File: config.mk
export PLATFORM = sky130hd
export DESIGN_NAME = md5_stream_hasher
export DESIGN_NICKNAME = d
export VERILOG_FILES = /design/src/rtl/core/md5_pkg.sv /design/src/rtl/core/md5_ctrl.sv /design/src/rtl/core/md5_dpath.sv /design/src/rtl/core/md5_stream_hasher.sv
export VERILOG_INCLUDE_DIRS = /design/src /design/src/rtl/core
export SDC_FILE = /design/constraint.sdc
export NUM_CORES = 2
export LEC_CHECK = 0
export BUFFER_PORTS_ARGS = -buffer_cell sky130_fd_sc_hd__buf_2
export CORE_ASPECT_RATIO = 1.2
export CORE_MARGIN = 2
export CORE_UTILIZATION = 38
export DETAILED_ROUTE_END_ITERATION = 10
export PLACE_DENSITY_LB_ADDON = 0.1
export SYNTH_ARGS = -nofsm -noshare
export SYNTH_HDL_FRONTEND = slang
export SYNTH_SLANG_ARGS = --single-unit
File: constraint.sdc
create_clock -name clk -period 8.7 [get_ports clk]
set_clock_uncertainty 0.05 [all_clocks]
set_input_delay 1.305 -clock clk [delete_from_list [all_inputs] [get_ports clk]]
set_output_delay 1.305 -clock clk [all_outputs]
set_load 0.05 [all_outputs]
File: src/rtl/core/md5_stream_hasher_defines.svh
// Assertion macros shared by the MD5 stream hasher RTL.
// Depends on nothing; the asserting modules must have clk and rst_n in scope.
`ifndef MD5_STREAM_HASHER_DEFINES_SVH
`define MD5_STREAM_HASHER_DEFINES_SVH

`ifndef SYNTH
// Same-cycle implication, checked on every rising clock edge out of reset.
`define MD5_ASSERT_NOW(lbl, ante, cons, msg) \
    lbl: assert property (@(posedge clk) disable iff (!rst_n) (ante) |-> (cons)) \
        else $error(msg);
// Next-cycle implication.
`define MD5_ASSERT_NEXT(lbl, ante, cons, msg) \
    lbl: assert property (@(posedge clk) disable iff (!rst_n) (ante) |=> (cons)) \
        else $error(msg);
`else
`define MD5_ASSERT_NOW(lbl, ante, cons, msg)
`define MD5_ASSERT_NEXT(lbl, ante, cons, msg)
`endif

`endif

File: src/rtl/core/md5_pkg.sv
// Shared types, constants and round functions for the MD5 stream hasher.
// Used by md5_ctrl, md5_dpath and md5_stream_hasher; no dependencies.
`timescale 1ns / 1ps
`default_nettype none

package md5_pkg;

    localparam logic [31:0] IV_A = 32'h67452301;
    localparam logic [31:0] IV_B = 32'hefcdab89;
    localparam logic [31:0] IV_C = 32'h98badcfe;
    localparam logic [31:0] IV_D = 32'h10325476;

    localparam logic [7:0] PAD_BYTE   = 8'h80;
    localparam logic [5:0] TAIL_LIMIT = 6'd56;
    localparam logic [5:0] FILL_LAST  = 6'd63;
    localparam logic [5:0] ROUND_LAST = 6'd63;
    localparam logic [1:0] WORD_LAST  = 2'd3;

    localparam logic [31:0] ROUND_K [64] = '{
        32'hd76aa478, 32'he8c7b756, 32'h242070db, 32'hc1bdceee,
        32'hf57c0faf, 32'h4787c62a, 32'ha8304613, 32'hfd469501,
        32'h698098d8, 32'h8b44f7af, 32'hffff5bb1, 32'h895cd7be,
        32'h6b901122, 32'hfd987193, 32'ha679438e, 32'h49b40821,
        32'hf61e2562, 32'hc040b340, 32'h265e5a51, 32'he9b6c7aa,
        32'hd62f105d, 32'h02441453, 32'hd8a1e681, 32'he7d3fbc8,
        32'h21e1cde6, 32'hc33707d6, 32'hf4d50d87, 32'h455a14ed,
        32'ha9e3e905, 32'hfcefa3f8, 32'h676f02d9, 32'h8d2a4c8a,
        32'hfffa3942, 32'h8771f681, 32'h6d9d6122, 32'hfde5380c,
        32'ha4beea44, 32'h4bdecfa9, 32'hf6bb4b60, 32'hbebfbc70,
        32'h289b7ec6, 32'heaa127fa, 32'hd4ef3085, 32'h04881d05,
        32'hd9d4d039, 32'he6db99e5, 32'h1fa27cf8, 32'hc4ac5665,
        32'hf4292244, 32'h432aff97, 32'hab9423a7, 32'hfc93a039,
        32'h655b59c3, 32'h8f0ccc92, 32'hffeff47d, 32'h85845dd1,
        32'h6fa87e4f, 32'hfe2ce6e0, 32'ha3014314, 32'h4e0811a1,
        32'hf7537e82, 32'hbd3af235, 32'h2ad7d2bb, 32'heb86d391
    };

    localparam logic [4:0] ROT_AMT [16] = '{
        5'd7, 5'd12, 5'd17, 5'd22, 5'd5, 5'd9, 5'd14, 5'd20,
        5'd4, 5'd11, 5'd16, 5'd23, 5'd6, 5'd10, 5'd15, 5'd21
    };

    // Datapath commands, one set per cycle.
    typedef struct packed {
        logic       write_byte;
        logic       pad;
        logic       clear_all;
        logic       write_len;
        logic       load;
        logic       round;
        logic       add;
        logic       emit_load;
        logic       restart;
        logic [5:0] round_idx;
        logic [5:0] km_idx;
        logic [1:0] word_sel;
    } md5_cmd_t;

    // Datapath status back to the controller.
    typedef struct packed {
        logic fill_full;
        logic tail_long;
        logic out_free;
    } md5_status_t;

    // Message word used by round j.
    function automatic logic [3:0] msg_index(input logic [5:0] j);
        logic [3:0] jl;
        logic [3:0] idx;
        jl = j[3:0];
        case (j[5:4])
            2'd0:    idx = jl;
            2'd1:    idx = jl * 4'd5 + 4'd1;
            2'd2:    idx = jl * 4'd3 + 4'd5;
            default: idx = jl * 4'd7;
        endcase
        return idx;
    endfunction

    function automatic logic [31:0] round_f(input logic [1:0] phase, input logic [31:0] b,
                                            input logic [31:0] c, input logic [31:0] d);
        logic [31:0] f;
        case (phase)
            2'd0:    f = d ^ (b & (c ^ d));
            2'd1:    f = c ^ (d & (b ^ c));
            2'd2:    f = b ^ c ^ d;
            default: f = c ^ (b | ~d);
        endcase
        return f;
    endfunction

    function automatic logic [31:0] rotl32(input logic [31:0] v, input logic [4:0] s);
        logic [63:0] dbl;
        dbl = {v, v} << s;
        return dbl[63:32];
    endfunction

endpackage

`default_nettype wire

File: src/rtl/core/md5_ctrl.sv
// Sequencer for the MD5 stream hasher: accepts words, runs compressions, emits the digest.
// Depends on md5_pkg and md5_stream_hasher_defines.svh.
`timescale 1ns / 1ps
`default_nettype none
`include "md5_stream_hasher_defines.svh"

module md5_ctrl (
    input  logic                clk,
    input  logic                rst_n,
    input  logic                item_valid,
    input  logic                kind,
    input  md5_pkg::md5_status_t status,
    output logic                item_stall,
    output md5_pkg::md5_cmd_t   cmd
);
    import md5_pkg::*;

    localparam logic KIND_DATA = 1'b0;

    typedef enum logic [4:0] {
        S_IDLE  = 5'b00001,
        S_LOAD  = 5'b00010,
        S_ROUND = 5'b00100,
        S_ADD   = 5'b01000,
        S_EMIT  = 5'b10000
    } state_t;

    // What follows the chaining add.
    typedef enum logic [1:0] {
        MODE_DATA  = 2'd0,
        MODE_PAD   = 2'd1,
        MODE_FINAL = 2'd2
    } mode_t;

    state_t     state_reg, state_next;
    mode_t      mode_reg, mode_next;
    logic [5:0] round_cnt_reg, round_cnt_next;
    logic [1:0] word_cnt_reg, word_cnt_next;

    assign item_stall = (state_reg != S_IDLE);

    always_comb
    begin
        state_next     = state_reg;
        mode_next      = mode_reg;
        round_cnt_next = round_cnt_reg;
        word_cnt_next  = word_cnt_reg;
        cmd            = '0;
        unique case (state_reg)
            S_IDLE:
            begin
                if (item_valid)
                begin
                    if (kind == KIND_DATA)
                    begin
                        cmd.write_byte = 1'b1;
                        if (status.fill_full)
                        begin
                            mode_next  = MODE_DATA;
                            state_next = S_LOAD;
                        end
                    end
                    else
                    begin
                        cmd.pad = 1'b1;
                        if (status.tail_long)
                        begin
                            mode_next = MODE_PAD;
                        end
                        else
                        begin
                            cmd.write_len = 1'b1;
                            mode_next     = MODE_FINAL;
                        end
                        state_next = S_LOAD;
                    end
                end
            end
            S_LOAD:
            begin
                cmd.load       = 1'b1;
                cmd.km_idx     = '0;
                round_cnt_next = '0;
                state_next     = S_ROUND;
            end
            S_ROUND:
            begin
                cmd.round      = 1'b1;
                cmd.round_idx  = round_cnt_reg;
                cmd.km_idx     = round_cnt_reg + 6'd1;
                round_cnt_next = round_cnt_reg + 6'd1;
                if (round_cnt_reg == ROUND_LAST)
                begin
                    state_next = S_ADD;
                end
            end
            S_ADD:
            begin
                cmd.add = 1'b1;
                case (mode_reg)
                    MODE_PAD:
                    begin
                        cmd.clear_all = 1'b1;
                        cmd.write_len = 1'b1;
                        mode_next     = MODE_FINAL;
                        state_next    = S_LOAD;
                    end
                    MODE_FINAL:
                    begin
                        word_cnt_next = '0;
                        state_next    = S_EMIT;
                    end
                    default:
                    begin
                        state_next = S_IDLE;
                    end
                endcase
            end
            S_EMIT:
            begin
                if (status.out_free)
                begin
                    cmd.emit_load = 1'b1;
                    cmd.word_sel  = word_cnt_reg;
                    word_cnt_next = word_cnt_reg + 2'd1;
                    if (word_cnt_reg == WORD_LAST)
                    begin
                        cmd.restart = 1'b1;
                        state_next  = S_IDLE;
                    end
                end
            end
            default:
            begin
                state_next = S_IDLE;
            end
        endcase
    end

    always_ff @(posedge clk or negedge rst_n)
    begin
        if (!rst_n)
        begin
            state_reg     <= S_IDLE;
            mode_reg      <= MODE_DATA;
            round_cnt_reg <= '0;
            word_cnt_reg  <= '0;
        end
        else
        begin
            state_reg     <= state_next;
            mode_reg      <= mode_next;
            round_cnt_reg <= round_cnt_next;
            word_cnt_reg  <= word_cnt_next;
        end
    end

    `MD5_ASSERT_NOW(a_add_after_last_round, state_reg == S_ADD,
        $past(state_reg == S_ROUND && round_cnt_reg == ROUND_LAST),
        "chaining add without a completed round sweep")
    `MD5_ASSERT_NOW(a_load_source, state_reg == S_LOAD,
        $past(state_reg == S_IDLE || state_reg == S_ADD),
        "block load from an unexpected state")
    `MD5_ASSERT_NEXT(a_emit_done, cmd.emit_load && word_cnt_reg == WORD_LAST,
        state_reg == S_IDLE, "digest run did not end after word D")

endmodule

`default_nettype wire

File: src/rtl/core/md5_dpath.sv
// Datapath for the MD5 stream hasher: block store, round unit, chaining words, output register.
// Depends on md5_pkg and md5_stream_hasher_defines.svh.
`timescale 1ns / 1ps
`default_nettype none
`include "md5_stream_hasher_defines.svh"

module md5_dpath (
    input  logic                 clk,
    input  logic                 rst_n,
    input  logic [7:0]           data_byte,
    input  md5_pkg::md5_cmd_t    cmd,
    input  logic                 result_stall,
    output md5_pkg::md5_status_t status,
    output logic                 result_valid,
    output logic [31:0]          digest_word,
    output logic [1:0]           word_index,
    output logic                 last_word
);
    import md5_pkg::*;

    logic [31:0] blk_reg [16];
    logic [31:0] blk_next [16];
    logic [5:0]  fill_reg;
    logic [60:0] msg_reg;
    logic [31:0] chain_a_reg, chain_b_reg, chain_c_reg, chain_d_reg;
    logic [31:0] a_reg, b_reg, c_reg, d_reg;
    logic [31:0] km_reg, km_next;
    logic        out_valid_reg;
    logic [31:0] out_word_reg;
    logic [1:0]  out_idx_reg;
    logic        out_last_reg;

    logic [3:0]  blk_w;
    logic [1:0]  blk_lane;
    logic [63:0] len_bits;
    logic [1:0]  phase;
    logic [31:0] f_val;
    logic [31:0] sum;
    logic [31:0] new_b;
    logic [31:0] chain_sel;

    assign blk_w    = fill_reg[5:2];
    assign blk_lane = fill_reg[1:0];
    assign len_bits = {msg_reg, 3'b000};

    // Block store update: byte insert, padding, clear, length words.
    always_comb
    begin
        for (int k = 0; k < 16; k++)
        begin
            blk_next[k] = blk_reg[k];
        end
        if (cmd.write_byte)
        begin
            for (int l = 0; l < 4; l++)
            begin
                if (2'(l) == blk_lane)
                begin
                    blk_next[blk_w][8*l +: 8] = data_byte;
                end
                else if (blk_lane == 2'd0)
                begin
                    blk_next[blk_w][8*l +: 8] = 8'h00;
                end
            end
        end
        if (cmd.pad)
        begin
            for (int k = 0; k < 16; k++)
            begin
                if (4'(k) == blk_w)
                begin
                    for (int l = 0; l < 4; l++)
                    begin
                        if (2'(l) == blk_lane)
                        begin
                            blk_next[k][8*l +: 8] = PAD_BYTE;
                        end
                        else if (2'(l) > blk_lane)
                        begin
                            blk_next[k][8*l +: 8] = 8'h00;
                        end
                    end
                end
                else if (4'(k) > blk_w)
                begin
                    blk_next[k] = '0;
                end
            end
        end
        if (cmd.clear_all)
        begin
            for (int k = 0; k < 16; k++)
            begin
                blk_next[k] = '0;
            end
        end
        if (cmd.write_len)
        begin
            blk_next[14] = len_bits[31:0];
            blk_next[15] = len_bits[63:32];
        end
    end

    // One round per cycle; K plus message word is fetched a round ahead.
    assign phase   = cmd.round_idx[5:4];
    assign f_val   = round_f(phase, b_reg, c_reg, d_reg);
    assign sum     = a_reg + f_val + km_reg;
    assign new_b   = b_reg + rotl32(sum, ROT_AMT[{phase, cmd.round_idx[1:0]}]);
    assign km_next = ROUND_K[cmd.km_idx] + blk_reg[msg_index(cmd.km_idx)];

    always_comb
    begin
        case (cmd.word_sel)
            2'd0:    chain_sel = chain_a_reg;
            2'd1:    chain_sel = chain_b_reg;
            2'd2:    chain_sel = chain_c_reg;
            default: chain_sel = chain_d_reg;
        endcase
    end

    always_ff @(posedge clk)
    begin
        for (int k = 0; k < 16; k++)
        begin
            blk_reg[k] <= blk_next[k];
        end
        if (cmd.load)
        begin
            a_reg  <= chain_a_reg;
            b_reg  <= chain_b_reg;
            c_reg  <= chain_c_reg;
            d_reg  <= chain_d_reg;
            km_reg <= km_next;
        end
        else if (cmd.round)
        begin
            a_reg  <= d_reg;
            d_reg  <= c_reg;
            c_reg  <= b_reg;
            b_reg  <= new_b;
            km_reg <= km_next;
        end
        if (cmd.emit_load)
        begin
            out_word_reg <= chain_sel;
            out_idx_reg  <= cmd.word_sel;
            out_last_reg <= (cmd.word_sel == WORD_LAST);
        end
    end

    always_ff @(posedge clk or negedge rst_n)
    begin
        if (!rst_n)
        begin
            chain_a_reg   <= IV_A;
            chain_b_reg   <= IV_B;
            chain_c_reg   <= IV_C;
            chain_d_reg   <= IV_D;
            fill_reg      <= '0;
            msg_reg       <= '0;
            out_valid_reg <= 1'b0;
        end
        else
        begin
            if (cmd.add)
            begin
                chain_a_reg <= chain_a_reg + a_reg;
                chain_b_reg <= chain_b_reg + b_reg;
                chain_c_reg <= chain_c_reg + c_reg;
                chain_d_reg <= chain_d_reg + d_reg;
            end
            else if (cmd.restart)
            begin
                chain_a_reg <= IV_A;
                chain_b_reg <= IV_B;
                chain_c_reg <= IV_C;
                chain_d_reg <= IV_D;
            end
            if (cmd.restart)
            begin
                fill_reg <= '0;
                msg_reg  <= '0;
            end
            else if (cmd.write_byte)
            begin
                fill_reg <= fill_reg + 6'd1;
                msg_reg  <= msg_reg + 61'd1;
            end
            if (cmd.emit_load)
            begin
                out_valid_reg <= 1'b1;
            end
            else if (!result_stall)
            begin
                out_valid_reg <= 1'b0;
            end
        end
    end

    assign status.fill_full = (fill_reg == FILL_LAST);
    assign status.tail_long = (fill_reg >= TAIL_LIMIT);
    assign status.out_free  = !out_valid_reg || !result_stall;

    assign result_valid = out_valid_reg;
    assign digest_word  = out_word_reg;
    assign word_index   = out_idx_reg;
    assign last_word    = out_last_reg;

    `MD5_ASSERT_NOW(a_last_is_d, out_valid_reg && out_last_reg, out_idx_reg == WORD_LAST,
        "last flag on a word other than D")

endmodule

`default_nettype wire

File: src/rtl/core/md5_stream_hasher.sv
// MD5 stream hasher: RFC 1321 digest over a byte stream, one byte per accepted word.
// Top level; depends on md5_pkg, md5_ctrl and md5_dpath.
`timescale 1ns / 1ps
`default_nettype none

// A data word (kind 0) adds one message byte and is taken whenever the hasher
// is idle. Every 64th byte fills the block and starts a compression: a load
// step, 64 rounds through the single round unit and a chaining add, during
// which the input stalls. An end word (kind 1) pads the block and compresses
// once, or twice when 56 or more bytes of the last block were in use; the
// four digest words A, B, C, D then leave through the output register, one
// per cycle while result_stall is low, and last_word marks D. The hasher
// takes the next input word as soon as D sits in the output register; the
// chaining words, byte count and block fill are back at their initial values
// by then. For long messages, throughput is set by the one-round-per-cycle
// compression loop, as no bytes are taken while a compression runs.

module md5_stream_hasher (
    input  logic        clk,
    input  logic        rst_n,
    input  logic        item_valid,
    output logic        item_stall,
    input  logic        kind,
    input  logic [7:0]  data_byte,
    output logic        result_valid,
    input  logic        result_stall,
    output logic [31:0] digest_word,
    output logic [1:0]  word_index,
    output logic        last_word
);
    import md5_pkg::*;

    md5_cmd_t    cmd;
    md5_status_t status;

    // Sequencer: owns the handshake on the input side and the round count.
    md5_ctrl u_ctrl (
        .clk        (clk),
        .rst_n      (rst_n),
        .item_valid (item_valid),
        .kind       (kind),
        .status     (status),
        .item_stall (item_stall),
        .cmd        (cmd)
    );

    // Datapath: block store, round unit, chaining words and output register.
    md5_dpath u_dpath (
        .clk          (clk),
        .rst_n        (rst_n),
        .data_byte    (data_byte),
        .cmd          (cmd),
        .result_stall (result_stall),
        .status       (status),
        .result_valid (result_valid),
        .digest_word  (digest_word),
        .word_index   (word_index),
        .last_word    (last_word)
    );

endmodule

`default_nettype wire
Yosys cells after proc, flatten, opt, wreduce, memory -nomap -nowiden
Memories as Yosys holds them, arrays and structs flattened.
Cells that the tools add are included.
{"block": "totals", "ff_bits": 406, "ramBits": 512, "rom_bits": 2128, "output_inout_bits": 37, "elab_cells": 398, "memories": 3}
{"name": "(name not given)", "depth": 64, "word_bits": 32, "rd": 1, "rd_ports_with_merged_regs": 0, "wr": 0, "line_no": "md5_dpath.sv:110", "source": "assign km_next = ROUND_K[cmd.km_idx] + blk_reg[msg_index(cmd.km_idx)];"}
{"name": "u_dpath.blk_reg", "depth": 16, "word_bits": 32, "rd": 17, "rd_ports_with_merged_regs": 0, "wr": 16, "line_no": "md5_dpath.sv:21", "source": "logic [31:0] blk_reg [16];"}
{"name": "(name not given)", "depth": 16, "word_bits": 5, "rd": 1, "rd_ports_with_merged_regs": 0, "wr": 0, "line_no": "md5_dpath.sv:109", "source": "assign new_b = b_reg + rotl32(sum, ROT_AMT[{phase, cmd.round_idx[1:0]}]);"}
{"block": "op_classes", "n_addsub": 14, "mul": 3, "magnitude_cmp": 25, "n_eq_ne": 44, "n_shift": 1, "n_mux": 258, "bitwise": 13, "reduce_logical": 18}
{"op": "2-to-1 mux 512 bit", "count": 13}
{"op": "bitwise mux 512 bit", "count": 7}
{"op": "2-to-1 mux 32 bit", "count": 53}
{"op": "2-to-1 mux 8 bit", "count": 129}
{"op": "demux 32 bit (select 4 bit)", "count": 4}
{"op": "adder 32 bit", "count": 8}
{"op": "one-hot mux 32 bit (3 select lines)", "count": 2}
{"op": "XOR 32 bit", "count": 6}
{"op": "2-to-1 mux 61 bit", "count": 2}
{"op": "bitwise AND 32 bit", "count": 2}
{"op": "2-to-1 mux 64 bit", "count": 1}
{"op": "left shift 64 x 5 -> 64 bit", "count": 1}
{"op": "adder 61 x 1 -> 61 bit, second input constant", "count": 1}
{"op": "2-to-1 mux 5 bit", "count": 8}
{"op": "equality test 4 bit, first input constant", "count": 8}
{"op": "greater-than comparator 4 bit, first input constant", "count": 8}
{"op": "inverter 32 bit", "count": 1}
{"op": "bitwise OR 32 bit", "count": 1}
{"op": "2-to-1 mux 2 bit", "count": 14}
{"op": "one-hot mux 5 bit (5 select lines)", "count": 1}
{"op": "2-to-1 mux 24 bit", "count": 1}
{"op": "2-to-1 mux 6 bit", "count": 4}
{"op": "equality test 3 x 4 -> 1 bit, first input constant", "count": 4}
{"op": "greater-than comparator 3 x 4 -> 1 bit, first input constant", "count": 4}
{"op": "other kinds (48)", "count": 93}

Depth between registers and ports, before layout
{"block": "logic_depth", "ltp_word": 26, "mapped_depth": 39}

Modules after synthesis
A second synthesis with hierarchy kept.
{"block": "unflattened", "hier_cells": 6690, "hier_area_um2": 58820.2}
{"module": "md5_dpath", "instances": 1, "cells_per_inst": 6589, "area_per_inst_um2": 57899.3, "seq_area_each_um2": 21170.3}
{"module": "md5_ctrl", "instances": 1, "cells_per_inst": 101, "area_per_inst_um2": 920.9, "seq_area_each_um2": 376.6}

Least setup slack after synthesis
Ideal clock, no wire load.
{"block": "synth_timing", "path_type": "reg-to-reg", "start": "register u_ctrl.state_reg[1]", "end": "register u_dpath.b_reg[28] (data pin)", "setup_time_ps": 263, "t_arrival_ps": 7797, "slack_ps": 589, "stages_incl_launch_ff": 38, "path_buffers": 3, "synth_period_minus_slack_ps": 8111, "path_cell_list": "dfrtp_1 nor3_2 nand2_1 clkbuf_1 clkbuf_1 buf_1 a221oi_1 o21ai_0 fa_1 inv_1 ha_1 fa_1 a211oi_1 o21ai_1 a211oi_2 o21ai_1 a21oi_1 o21ai_1 (+2 left out) o21ai_1 mux2i_1 and2_1 o31ai_1 ha_1 fa_1 a21o_1 a21oi_1 o21ai_1 a21o_1 a21oi_1 o211ai_1 nand3_1 a21boi_1 or4_1 a21oi_1 xor2_1 o21ai_1"}
{"block": "synth_via", "elab_chain_cells": 10}
{"item": "from (decl)", "line_no": "md5_ctrl.sv:35", "source": "state_t state_reg, state_next;"}
{"item": "from (signal assigned)", "line_no": "md5_ctrl.sv:151", "source": "state_reg <= state_next;"}
{"item": "equality test 5 x 3 -> 1 bit", "line_no": "md5_ctrl.sv:49", "source": "unique case (state_reg)"}
{"item": "2-to-1 mux 6 bit", "line_no": "md5_ctrl.sv:49"}
{"item": "equality test 2 bit, or another cell as far along", "line_no": "md5_pkg.sv:83", "source": "case (phase)"}
{"item": "one-hot mux 32 bit (3 select lines) or memory (16 x 5 bit) (tied branches)"}
{"item": "adder 32 bit or 2-to-1 mux 5 bit (tied branches) (2 in series)", "line_no": "md5_dpath.sv:108, md5_dpath.sv:109"}
{"item": "left shift 64 x 5 -> 64 bit", "line_no": "md5_pkg.sv:94", "source": "dbl = {v, v} << s;"}
{"item": "adder 32 bit", "line_no": "md5_dpath.sv:109"}
{"item": "2-to-1 mux 32 bit", "line_no": "md5_dpath.sv:136", "source": "else if (cmd.round)"}
{"item": "2-to-1 mux 32 bit (*)", "line_no": "md5_dpath.sv:128", "source": "if (cmd.load)"}
{"item": "to (signal assigned)", "line_no": "md5_dpath.sv:131", "source": "b_reg <= chain_b_reg;"}
{"item": "to (signal assigned)", "line_no": "md5_dpath.sv:141", "source": "b_reg <= new_b;"}
{"item": "to (decl)", "line_no": "md5_dpath.sv:26", "source": "logic [31:0] a_reg, b_reg, c_reg, d_reg;"}
Mark *: on every way between the ends. The rest lies on a longest branch, timed or not. The select of a mux whose other input is x is not followed.
A chain may end at the register's enable or synchronous reset.

Worst setup path in the final report
{"block": "layout_timing", "start": "register u_ctrl.state_reg[0]", "end": "register u_dpath.b_reg[28] (data pin)"}
Same word-level chain as after synthesis.

==> run metrics <==
outcome=complete, no violations; share of the synthesized area in the top cell type=0.169; synth top area cells=dfxtp_1, edfxtp_1, a21oi_1; #FFs+latches synth=918; period utilisation layout=0.951; Peak supply drop=~0.00023 V; share of cells above drive strength 1=0.136; Max Buffers Root-to-Sink=3; site row count=159; Min-Delay Path Depth=2; Startpoint Class=register; root buffer cell=clkbuf_16; crit end category=register; # DRC=0; # port buffers=49; via count=~55000; CP peak stage delay=540 ps; Crit Path Class=reg2reg; # Max-Cap Violations=0; Netlist cell types=116; Worst Path Max Fanout=4; drt pass-1 iters=9; gr usage total=0.293; Core Area=roughly 160000 µm²; RD Place Congestion=~1; I/O pins=50; Hold Path Class=reg2reg; Chip Width=roughly 370 µm; max-slew violations=0; largest area contributor in the netlist=dfxtp_1; final critical-path required period=8270 ps; min-delay src=u_dpath.blk_reg[12][24]; overall power=21.6 mW; post-route ant nets=0; global-route wire length before repair=357 mm; Main synth FF type=dfxtp_1; FFs w/ async S/R, synth=0.230; Synth Area per Inst=8.59 µm²; Post-Syn Area=59800 µm²; PD cells=roughly 320 nW/µm²; CTS tree=yes; Max-slew headroom=0.195; number of flip-flops in the largest register=512; final-stage net count=7310; Seq/Total Area, Yosys=0.360; fmax=121 MHz; pin count of the biggest net entering global routing=129; static leakage=between 20 and 30 nW; clock sink count=918; Mapped Cells=slightly below 7000; synth warn=0; total of fill cells in the finished design=15700; height of the die=439 µm; vias in the first global route=53600; worst r2r path cells=40; CP arrival=between 8000 and 9000 ps; antenna violations before repair=4; Final setup viols=0; final wirelength=242 mm; worst r2r dst=u_dpath.b_reg[28]; Reg clk slew, reported paths=60 ps; post-route insts no fill=around 9000; total CTS buffers=106; worst skew pair latency=around 760 ps; Slowest cell on crit path=dfstp_2; Worst Tran Pin Value=1200 ps; Final Hold Viols=0; Layout Area Growth over Synthesis=12.6%; Overflow after GRT=0; Post-Syn Nets=slightly above 7000; routed len/inst=~26 µm; Vias/cell=5.99; Hold EP=u_dpath.blk_reg[12][24]; cell count after placement=8977; Post-synth EDFFs=203; WP data required=slightly above 9000 ps; post-DP HPWL=176 mm; H-Tree Depth=3; launching point of the worst reg2reg path=u_ctrl.state_reg[0]; die area=approximately 160000 µm²; number of DRC markers in iteration 0=4962; Initial Util=0.382; Reg2Reg Setup Slack=430 ps
## cells in the final DEF, fill, tap and decap left out, types with 35 or more instances in the layout
cell / instances
a22o_1: 43
o21ai_1: 79
a21o_1: 71
o21ai_0: 467
ha_1: 254
a31oi_1: 77
mux4_2: 128
clkbuf_16: 114
o22ai_1: 94
mux2i_1: 187
edfxtp_1: 203
a211oi_1: 71
nand2b_1: 59
dfstp_2: 65
mux2_2: 134
xor2_1: 138
inv_1: 194
nand2_1: 951
dfxtp_1: 504
nand3_1: 142
o21a_1: 47
nor2b_1: 61
buf_2: 48
nor3_1: 134
and3_1: 40
buf_4: 274
dfrtp_1: 142
xnor2_1: 149
o211ai_1: 54
and2_1: 35
a221oi_1: 57
a21oi_1: 735
fa_1: 41
a22oi_1: 93
nor2_1: 657
## synth_stat cells (all sizes together) (12+ instances only)
master and n:
o21a 47, mux2 136, nand2 960, a21o 72
nand2b 59, o22ai 94, nor4 12, inv 198
and3 42, fa 41, o221ai 19, a21oi 748
dfstp 65, a31oi 78, clkbuf 303, o31ai 33
nor3 142, xnor2 157, ha 258, mux2i 187
a22oi 95, a22o 44, nand3 145, nor2 670
nand4 33, and2 40, or3 28, edfxtp 203
o21ai 553, xor2 139, dfrtp 146, o21bai 27
a311oi 12, mux4 128, a221oi 58, dfxtp 504
o211ai 55, nor2b 61, buf 105, o22a 15
a211oi 77
## worst max-delay path by stage
stage / from / slack (ps) / endpoint / depth (start not counted)
6_report: u_ctrl.state_reg[0] / 430 / u_dpath.b_reg[28] / 40
5_1_grt: u_ctrl.state_reg[0] / -30 / u_dpath.b_reg[31] / 39
4_1_cts: u_ctrl.state_reg[0] / 110 / u_dpath.b_reg[31] / 36
3_5_place_dp: u_ctrl.state_reg[0] / 190 / u_dpath.b_reg[31] / 36
3_3_place_gp: u_ctrl.state_reg[0] / 230 / u_dpath.b_reg[31] / 36
2_1_floorplan: u_ctrl.state_reg[1] / 590 / u_dpath.b_reg[28] / 37
## logic make-up after synthesis
logic type | Yosys count | share of synthesized area
AND/OR/NAND/NOR | 2225 | 0.161
AO/OA/AOI/OAI | 2162 | 0.222
flip-flops | 918 | 0.360
buffers and inverters | 613 | 0.0403
multiplexers | 451 | 0.105
adder cells (fa/ha/maj) | 299 | 0.0677
XOR/XNOR | 296 | 0.0439
## final cells by class
class / instances / area (µm²) / share of cell area
multi-input cells: 5433 / 36200 / 0.538
flip-flops and latches: 918 / 21600 / 0.320
clock buffers: 154 / 3140 / 0.0467
well taps: 2093 / 2620 / 0.0389
repair buffers: 334 / 2510 / 0.0372
inverters: 205 / 779 / 0.0116
clock inverters: 42 / 512 / 0.00760
diodes: 1 / 2.50 / 0.0000372
## through the flow
step            util  hold WS (ps)  area (µm²)  TNS (ps)  setup WS [ps]
2_1_floorplan      -           377       59800         0            589
3_3_place_gp   0.405           388       63400         0            234
3_5_place_dp   0.405           395       63400         0            192
4_1_cts        0.429           403       67000         0            114
5_1_grt        0.431           419       67300     -39.5          -32.5
6_report       0.431           403       67300         0            426
## layer usage
layer / GRT usage / part of all wire
met4: 0.176 / 0.068
met5: 0 / 0.000095
met1: 0.345 / 0.39
met2: 0.514 / 0.49
met3: 0.0316 / 0.048
## power breakdown
| group | internal, mW | leakage, nW | switching [mW] |
|---|---|---|---|
| registers | 5.07 | 8.27 | 0.458 |
| logic | 4.64 | 16.1 | 6.68 |
| clock network | 2.75 | 1.79 | 2.01 |
| total | 12.5 | 26.1 | 9.14 |
## worst max-delay path: cells and delay by family, from the launching register on
family          cells  cell delay (ps)
buf+inv             5              660
flops               1              540
simple gates        7             1270
mux                 1              190
fa+ha+maj           5             1810
compound gates     20             3130
xor+xnor            2              350
## repair_timing
| item | 4_1_cts | 5_1_grt |
|---|---|---|
| endpoints found under the setup margin | 0 | 11 |
| gates resized for setup | 0 | 60 |
| hold buffers | 0 | 0 |
| setup buffers | 0 | 6 |
Note: power is estimated with default switching activity, not from simulation.
